File: src/rtl/channel_mode_command_fsm_assert.svh
// assertion macros for the channel mode controller
`ifndef CHANNEL_MODE_COMMAND_FSM_ASSERT_SVH
`define CHANNEL_MODE_COMMAND_FSM_ASSERT_SVH

// same-cycle implication, checked outside reset
`define CMFSM_ASSERT_NOW(label, ante, cons) \
  label: assert property (@(posedge clk) disable iff (rst) (ante) |-> (cons)) \
    else $error("channel mode controller: same-cycle check failed");

// next-cycle implication, checked outside reset
`define CMFSM_ASSERT_NEXT(label, ante, cons) \
  label: assert property (@(posedge clk) disable iff (rst) (ante) |=> (cons)) \
    else $error("channel mode controller: next-cycle check failed");

`endif

File: src/rtl/cmfsm_pkg.sv
package cmfsm_pkg;

  // channel modes
  typedef enum logic [1:0] {
    MODE_INACTIVE = 2'd0,
    MODE_IDLE     = 2'd1,
    MODE_TRAN     = 2'd2,
    MODE_OUTPUT   = 2'd3
  } mode_t;

  // output status
  typedef enum logic [1:0] {
    STAT_CLOSED = 2'd0,
    STAT_CC     = 2'd1,
    STAT_CV     = 2'd2
  } status_t;

  // kind of transition in flight
  typedef enum logic [1:0] {
    KIND_NONE = 2'd0,
    KIND_CC   = 2'd1,
    KIND_CV   = 2'd2,
    KIND_STOP = 2'd3
  } kind_t;

  // item actions
  typedef enum logic [1:0] {
    ACT_POST     = 2'd0,
    ACT_SERVICE  = 2'd1,
    ACT_WATCHDOG = 2'd2,
    ACT_NONE     = 2'd3
  } action_t;

  // posted commands
  typedef enum logic [2:0] {
    CMD_OTHER = 3'd0,
    CMD_CC    = 3'd1,
    CMD_CV    = 3'd2,
    CMD_STOP  = 3'd3,
    CMD_ENTER = 3'd4,
    CMD_LEAVE = 3'd5
  } cmd_t;

  // transition sequence requests
  typedef enum logic [2:0] {
    REQ_OFF_CC = 3'd0,
    REQ_CC_CC  = 3'd1,
    REQ_CC_OFF = 3'd2,
    REQ_OFF_CV = 3'd3,
    REQ_CV_CV  = 3'd4,
    REQ_CV_OFF = 3'd5
  } req_t;

  localparam logic [2:0] SEQ_FINISHED = 3'd2;
  localparam logic [1:0] OPT_AUTO     = 2'd2;

  // input beat
  typedef struct packed {
    logic [1:0] action;
    logic [3:0] channel;
    logic [2:0] command;
    logic [2:0] sequence_status;
    logic       schedule_lock;
    logic       unsafe_lock;
    logic [1:0] operate_type;
    logic       cali_board;
  } item_t;

  // result beat
  typedef struct packed {
    logic [3:0] out_channel;
    logic [1:0] mode;
    logic [1:0] output_status;
    logic       request_valid;
    logic [2:0] request_kind;
    logic       auto_calibrate;
    logic       still_pending;
    logic [1:0] operate_flag;
  } result_t;

  // per-channel state word
  typedef struct packed {
    mode_t      mode;
    status_t    status;
    logic       pending;
    kind_t      kind;
    logic [1:0] flag;
  } chan_state_t;

  localparam chan_state_t STATE_RESET = '{
    mode:    MODE_INACTIVE,
    status:  STAT_CLOSED,
    pending: 1'b0,
    kind:    KIND_NONE,
    flag:    2'd0
  };

endpackage

File: src/rtl/cmfsm_state_mem.sv
module cmfsm_state_mem
  import cmfsm_pkg::*;
#(
  parameter int CHANNELS = 16,
  parameter int IDX_W    = 4
) (
  input  logic             clk,
  input  logic             rst,
  input  logic             rd_en,
  input  logic [IDX_W-1:0] rd_addr,
  output chan_state_t      rd_data,
  input  logic             wr_en,
  input  logic [IDX_W-1:0] wr_addr,
  input  chan_state_t      wr_data
);

  chan_state_t         mem [CHANNELS];
  logic [CHANNELS-1:0] valid;
  chan_state_t         rd_word;
  logic                rd_valid;

  // storage array
  always_ff @(posedge clk) begin
    if (wr_en) begin
      mem[wr_addr] <= wr_data;
    end
    if (rd_en) begin
      rd_word <= mem[rd_addr];
    end
  end

  // per-entry valid bits, cleared at once by reset
  always_ff @(posedge clk) begin
    if (rst) begin
      valid    <= '0;
      rd_valid <= 1'b0;
    end else begin
      if (wr_en) begin
        valid[wr_addr] <= 1'b1;
      end
      if (rd_en) begin
        rd_valid <= valid[rd_addr];
      end
    end
  end

  // an entry never written reads as its reset value
  assign rd_data = rd_valid ? rd_word : STATE_RESET;

endmodule

File: src/rtl/cmfsm_cmd_mem.sv
module cmfsm_cmd_mem
  import cmfsm_pkg::*;
#(
  parameter int CHANNELS = 16,
  parameter int IDX_W    = 4
) (
  input  logic             clk,
  input  logic             rd_en,
  input  logic [IDX_W-1:0] rd_addr,
  output cmd_t             rd_data,
  input  logic             wr_en,
  input  logic [IDX_W-1:0] wr_addr,
  input  logic [2:0]       wr_data
);

  logic [2:0] mem [CHANNELS];
  logic [2:0] rd_word;

  // latched command per channel, read on every accept and used only while its pending bit is set
  always_ff @(posedge clk) begin
    if (wr_en) begin
      mem[wr_addr] <= wr_data;
    end
    if (rd_en) begin
      rd_word <= mem[rd_addr];
    end
  end

  assign rd_data = cmd_t'(rd_word);

endmodule

File: src/rtl/cmfsm_step.sv
module cmfsm_step
  import cmfsm_pkg::*;
(
  input  item_t       item,
  input  logic [3:0]  chan,
  input  chan_state_t st,
  input  cmd_t        cmd,
  output chan_state_t ns,
  output result_t     res
);

  logic do_issue;
  req_t issue_kind;

  // one step of the channel controller
  always_comb begin
    ns         = st;
    do_issue   = 1'b0;
    issue_kind = REQ_OFF_CC;
    case (item.action)
      ACT_POST: begin
        ns.pending = 1'b1;
      end
      ACT_SERVICE: begin
        // pending command handling
        if (st.pending) begin
          if (item.schedule_lock) begin
            ns.pending = 1'b0;
          end else begin
            ns.pending = 1'b0;
            case (st.mode)
              MODE_IDLE: begin
                if (cmd inside {CMD_CC, CMD_CV}) begin
                  if (item.unsafe_lock) begin
                    ns.pending = 1'b1;
                  end else if (st.status == STAT_CLOSED) begin
                    do_issue   = 1'b1;
                    issue_kind = (cmd == CMD_CC) ? REQ_OFF_CC : REQ_OFF_CV;
                    ns.flag    = item.operate_type;
                    ns.kind    = (cmd == CMD_CC) ? KIND_CC : KIND_CV;
                    ns.mode    = MODE_TRAN;
                    ns.status  = (cmd == CMD_CC) ? STAT_CC : STAT_CV;
                  end
                end else if (cmd == CMD_LEAVE) begin
                  ns.mode = MODE_INACTIVE;
                  ns.flag = 2'd0;
                end
              end
              MODE_TRAN: begin
                if (cmd inside {CMD_STOP, CMD_LEAVE}) begin
                  if (st.status inside {STAT_CC, STAT_CV}) begin
                    do_issue   = 1'b1;
                    issue_kind = (st.status == STAT_CC) ? REQ_CC_OFF : REQ_CV_OFF;
                    ns.flag    = item.operate_type;
                    ns.kind    = KIND_STOP;
                  end
                  if (cmd == CMD_LEAVE) begin
                    ns.mode = MODE_INACTIVE;
                    ns.flag = 2'd0;
                  end
                  ns.status = STAT_CLOSED;
                end
              end
              MODE_OUTPUT: begin
                if (cmd == CMD_CC) begin
                  if (st.status == STAT_CC) begin
                    do_issue   = 1'b1;
                    issue_kind = REQ_CC_CC;
                    ns.flag    = item.operate_type;
                    ns.kind    = KIND_CC;
                    ns.mode    = MODE_TRAN;
                  end
                end else if (cmd == CMD_CV) begin
                  if (st.status inside {STAT_CLOSED, STAT_CV}) begin
                    do_issue   = 1'b1;
                    issue_kind = (st.status == STAT_CLOSED) ? REQ_OFF_CV : REQ_CV_CV;
                    ns.flag    = item.operate_type;
                    ns.status  = STAT_CV;
                    ns.kind    = KIND_CV;
                    ns.mode    = MODE_TRAN;
                  end
                end else if (cmd == CMD_STOP) begin
                  if (st.status inside {STAT_CC, STAT_CV}) begin
                    do_issue   = 1'b1;
                    issue_kind = (st.status == STAT_CC) ? REQ_CC_OFF : REQ_CV_OFF;
                    ns.flag    = item.operate_type;
                    ns.kind    = KIND_STOP;
                    ns.mode    = MODE_TRAN;
                  end
                  ns.status = STAT_CLOSED;
                end
              end
              default: begin
                if (cmd == CMD_ENTER) begin
                  ns.mode = MODE_IDLE;
                  ns.flag = item.operate_type;
                end
              end
            endcase
          end
        end
        // sequence status moves the transition on
        if (ns.mode == MODE_TRAN && item.sequence_status == SEQ_FINISHED) begin
          ns.mode = (ns.kind inside {KIND_CC, KIND_CV}) ? MODE_OUTPUT : MODE_IDLE;
        end
      end
      ACT_WATCHDOG: begin
        // forced stop of an outputting channel, unless cali_board is set
        if (!item.cali_board && st.mode == MODE_OUTPUT) begin
          ns.mode = MODE_TRAN;
          if (st.status inside {STAT_CC, STAT_CV}) begin
            do_issue   = 1'b1;
            issue_kind = (st.status == STAT_CC) ? REQ_CC_OFF : REQ_CV_OFF;
            ns.flag    = item.operate_type;
          end
          ns.kind   = KIND_STOP;
          ns.status = STAT_CLOSED;
        end
      end
      default: begin
        ns = st;
      end
    endcase
  end

  // result beat
  always_comb begin
    res.out_channel    = chan;
    res.mode           = ns.mode;
    res.output_status  = ns.status;
    res.request_valid  = do_issue;
    res.request_kind   = do_issue ? issue_kind : REQ_OFF_CC;
    res.auto_calibrate = do_issue && item.operate_type == OPT_AUTO
                         && issue_kind != REQ_CC_OFF && issue_kind != REQ_CV_OFF;
    res.still_pending  = ns.pending;
    res.operate_flag   = ns.flag;
  end

endmodule

File: src/rtl/channel_mode_command_fsm.sv
// per-channel mode controller: the result strobe follows busy, which is set at the accepting edge
// the result beat is registered at the write-back edge, the same edge that raises the strobe
// state memory read at the accepting edge, write-back while busy; no new item is taken until busy falls
// busy is high for the one cycle between accept and write-back; the result strobe lasts one cycle
// the receiver cannot stall, so only busy holds the input off
// reset clears control and the per-channel valid bits at once; no clearing pass is needed
module channel_mode_command_fsm
  import cmfsm_pkg::*;
#(
  parameter int CHANNELS = 16
) (
  input  logic    clk,
  input  logic    rst,
  input  logic    start,
  output logic    busy,
  input  item_t   item,
  output logic    strobe,
  output result_t result
);

  localparam int IDX_W = (CHANNELS > 1) ? $clog2(CHANNELS) : 1;

  logic [3:0]       wrap_lut [16];
  logic [3:0]       chan_in;
  logic [IDX_W-1:0] idx_in;
  logic             accept;

  item_t            item_q;
  logic [3:0]       chan_q;
  logic [IDX_W-1:0] idx_q;

  chan_state_t      st_rd;
  chan_state_t      st_next;
  cmd_t             cmd_rd;
  result_t          step_res;

  // channel wrap table, worked out at elaboration
  for (genvar i = 0; i < 16; i++) begin : g_wrap
    assign wrap_lut[i] = 4'(i % CHANNELS);
  end

  assign chan_in = wrap_lut[item.channel];
  assign idx_in  = IDX_W'(chan_in);
  assign accept  = start && !busy;

  // beat capture
  always_ff @(posedge clk) begin
    if (accept) begin
      item_q <= item;
      chan_q <= chan_in;
      idx_q  <= idx_in;
    end
  end

  // control: one busy cycle per beat, then the result strobe
  always_ff @(posedge clk) begin
    if (rst) begin
      busy   <= 1'b0;
      strobe <= 1'b0;
    end else begin
      busy   <= accept;
      strobe <= busy;
    end
  end

  // result register
  always_ff @(posedge clk) begin
    if (busy) begin
      result <= step_res;
    end
  end

  cmfsm_state_mem #(
    .CHANNELS(CHANNELS),
    .IDX_W   (IDX_W)
  ) u_state_mem (
    .clk    (clk),
    .rst    (rst),
    .rd_en  (accept),
    .rd_addr(idx_in),
    .rd_data(st_rd),
    .wr_en  (busy),
    .wr_addr(idx_q),
    .wr_data(st_next)
  );

  cmfsm_cmd_mem #(
    .CHANNELS(CHANNELS),
    .IDX_W   (IDX_W)
  ) u_cmd_mem (
    .clk    (clk),
    .rd_en  (accept),
    .rd_addr(idx_in),
    .rd_data(cmd_rd),
    .wr_en  (busy && item_q.action == ACT_POST),
    .wr_addr(idx_q),
    .wr_data(item_q.command)
  );

  cmfsm_step u_step (
    .item(item_q),
    .chan(chan_q),
    .st  (st_rd),
    .cmd (cmd_rd),
    .ns  (st_next),
    .res (step_res)
  );

  // checks
`include "channel_mode_command_fsm_assert.svh"
  `CMFSM_ASSERT_NEXT(a_accept_busy, accept, busy)
  `CMFSM_ASSERT_NEXT(a_busy_strobe, busy, strobe && !busy)
  `CMFSM_ASSERT_NOW(a_no_req_quiet, strobe && !result.request_valid,
                    result.request_kind == REQ_OFF_CC && !result.auto_calibrate)
  `CMFSM_ASSERT_NOW(a_strobe_after_busy, strobe, $past(busy))

endmodule
File: config.mk
export PLATFORM = sky130hd
export DESIGN_NAME = channel_mode_command_fsm
export DESIGN_NICKNAME = d
export VERILOG_FILES = /design/src/rtl/cmfsm_pkg.sv /design/src/rtl/cmfsm_state_mem.sv /design/src/rtl/cmfsm_cmd_mem.sv /design/src/rtl/cmfsm_step.sv /design/src/rtl/channel_mode_command_fsm.sv
export VERILOG_INCLUDE_DIRS = /design/src /design/src/rtl
export SDC_FILE = /design/constraint.sdc
export NUM_CORES = 1
export LEC_CHECK = 0
export BUFFER_PORTS_ARGS = -buffer_cell sky130_fd_sc_hd__buf_2
export CORE_MARGIN = 3
export CORE_UTILIZATION = 25
export DETAILED_ROUTE_END_ITERATION = 16
export HOLD_SLACK_MARGIN = 0.05
export PLACE_DENSITY = 0.45
export REMOVE_ABC_BUFFERS = 1
export SETUP_SLACK_MARGIN = 0.5
export SYNTH_ARGS = -nofsm -noshare
export SYNTH_HDL_FRONTEND = slang
export SYNTH_HIERARCHICAL = 1
export SYNTH_SLANG_ARGS = --single-unit
File: constraint.sdc
create_clock -name clk -period 6.7 [get_ports clk]
set_input_delay 1.005 -clock clk [delete_from_list [all_inputs] [get_ports clk]]
set_output_delay 1.005 -clock clk [all_outputs]
set_load 0.02 [all_outputs]
==> impl_metrics.ini <==
[placement]
post-place-cells = 1274
port_buffers = 37
finalWeightedCongestion = 0.844
place_ws_ns = 3.09
dp_hpwl_um = 17400

[yosys]
ys_ff_latch = 256
ys_top_cells_by_area = edfxtp_1 (64%), mux4_2 (8.7%), mux4_1 (3.8%)
yosysMostFrequentCell = edfxtp_1
synth_ff_type = edfxtp_1
synth_cells = 686
syn_area_per_cell_um2 = 16.3
synth_top_area_share = 0.636
synth-edff-count = 237
yosysTopAreaCell = edfxtp_1
syn_area_mm2 = 0.0112
yosysSeqAreaShare = 0.670
synth_cell_type_count = 69
synthTopCellsByCount = edfxtp_1 (237), nor2_1 (75), mux4_2 (43)
synth_warnings = 6
ys_async_sr_fraction = 0

[final_layout]
diodes = 0
fin_cells = 1324
drive_gt1_frac = 0.217
fin_nets = 747
syn_to_final_growth_pct = 13.9

[power]
p_per_area_mw_per_mm2 = 267
power_leakage_nw = 4.04
totalPowerFinal_w = 0.00341
vdd_drop_max_mv = 0.175

[cts]
cts-resized-gates = 0
cts_sinks = 256
clkLatencyLatePin_ns = 0.55
cts.clk_slew.worst_paths_ns = 0.06
cts_htree_levels = 1
tritoncts = yes
cts_setup_buffers = 0
clockRootBuffer = clkbuf_16
clockBufferDepth = 3
cts_hold_buf = 0
cts_buffers = 27

[worst_setup_path]
crit_chain = and2_1, inv_1, ha_1, nand2b_1, a2bb2oi_1, nor3_1, o21ai_0, a21oi_1, o21ai_1
r2r_end = u_state_mem/mem[10][7]
crit_fanout = 17
r2r_slack_ns = 3.11
critPathMaxStageDelay_ns = 0.94
crit_start = u_state_mem/rd_valid
cp-end-kind = flip-flop
worstSetupStartpointType = flip-flop
rr_worst_depth = 9
worstPathArrival_ns = 3.76
worstPathRequired_ns = 6.87
slowest_stage = o21ai_1
r2r_start = u_state_mem/rd_valid
critPathKind = flip-flop to flip-flop

[grt]
antenna_found_initial = 0
grt_remaining_overflow = 0
grt_pass1_wl_um = 41800
first_global_vias = 6405
grt_usage = 0.118
grt_max_degree = 53

[timing]
rsz0062_at_grt = false
setup_ws_ns = 3.11
finalHoldViolCount = 0
timing.hold.ws_ns = 0.463
finalSetupTns_ns = 0
relSlewSlack = 0.183
fin_crit_sh = 0.535
slew_violations = 0
layout_min_cycle_time_ns = 3.59
setup_violations = 0
fmax_ghz = 0.279
worst_pin_slew_ns = 1.22
fin_skew_ns = 0.00906

[drt]
drc = 0
dr_wl_met3_um = 1320
wl_met2_um = 13100
top_layer = met4
wl_met1_um = 12400
drt-pass1-iter-count = 7
antenna_left = 0
drt-initial-drc-count = 482
vias = 6178
wl_per_cell_um = 20.9
viasPerCell = 4.67
wl_um = 27600

[floorplanning]
initial_core_util = 0.256
die_h_um = 217
dieArea_mm2 = 0.0473
die_w_um = 217
io_pins = 38
core_mm2 = 0.0436
row_count = 76

[status]
status = finished clean

[worst_hold_path]
hold_start = u_state_mem/valid[15]
hold_depth = 2
hold_path_class = flip-flop to flip-flop
whs_endpoint = u_state_mem/valid[15]

[flow_run]
maxCapViolations = 0
cell families after synthesis:
| family | count (synthesis) | share of synthesized area |
|---|---|---|
| AO/OA/AOI/OAI | 90 | 0.0573 |
| XOR/XNOR | 3 | 0.00302 |
| adder cells (fa/ha/maj) | 9 | 0.0101 |
| buffers and inverters | 55 | 0.0330 |
| flip-flops | 256 | 0.670 |
| multiplexers | 67 | 0.131 |
| AND/OR/NAND/NOR | 206 | 0.0947 |
stage by stage:
stage	utilization	instance area [um2]
2_1_floorplan	-	10900
3_3_place_gp	0.273	11900
3_5_place_dp	0.273	11900
4_1_cts	0.292	12700
5_1_grt	0.292	12700
6_report	0.292	12700
final cells by class:
cell class,count,area (um2)
Clock buffer,40,744
Tap cell,585,732
Sequential cell,256,7500
Timing Repair Buffer,47,265
Multi-Input combinational cell,375,3380
Inverter,11,41.3
Clock inverter,10,83.8
Fill cell,4323,30900
placed cells by master, fill, tap and decap left out, drive strengths merged, types with 4 or more instances in the layout:
| master | synthesis | layout |
|---|---|---|
| o211ai | 4 | 4 |
| nor3b | 5 | 5 |
| a22oi | 6 | 6 |
| inv | 11 | 12 |
| and2 | 13 | 13 |
| mux4 | 59 | 59 |
| edfxtp | 237 | 237 |
| dfxtp | 19 | 19 |
| nand2b | 14 | 14 |
| clkinv | 0 | 5 |
| nor2b | 14 | 14 |
| o2111ai | 4 | 4 |
| a32oi | 4 | 4 |
| clkbuf | 9 | 40 |
| ha | 9 | 9 |
| nor2 | 75 | 75 |
| buf | 35 | 47 |
| nand3 | 17 | 17 |
| nand3b | 6 | 6 |
| o21ai | 22 | 22 |
| nand2 | 33 | 33 |
| nor3 | 13 | 13 |
| or3b | 5 | 5 |
| mux2i | 7 | 7 |
| a21oi | 18 | 18 |
report_power, final:
group	total [W]	switching (W)	internal, W
clock network	0.00141	0.000603	0.000807
registers	0.00180	0.0000304	0.00177
logic	0.000195	0.000118	0.0000766
total	0.00341	0.000752	0.00265
layer usage:
layer | track usage | vias to the layer above
met5 | 0 | -
met4 | 0.0383 | 0
met3 | 0.0194 | 48
met2 | 0.194 | 172
met1 | 0.161 | 3190
li1 | - | 2768
how the worst max path moves through the flow:
stage / to / slack, ns / cells past startpoint
after global routing: u_state_mem/mem[2][2] / 2.78 / 9
final: u_state_mem/mem[10][7] / 3.11 / 9
after global placement: u_state_mem/mem[4][2] / 3.15 / 9
after floorplan: u_state_mem/rd_valid / 3.31 / 5
after detailed placement: u_state_mem/mem[2][2] / 3.09 / 9
after CTS: u_state_mem/mem[10][7] / 3.08 / 9
critical path, delay by kind of cell, from the launching register on:
family	cells	cell delay, ns
compound gates	4	1.44
buf+inv	1	0.13
fa+ha+maj	1	0.48
simple gates	3	0.65
flops	1	0.49
flip-flops by register name, indices dropped and copies added (netlist names):
name                  cells
busy                      1
idx_q                     2
item_q                   15
result                   16
strobe                    1
u_cmd_mem/mem            48
u_cmd_mem/rd_data         3
u_state_mem/mem         144
u_state_mem/rd_valid      1
u_state_mem/rd_word       9
u_state_mem/valid        16
Power figures use the tool's default switching activity.
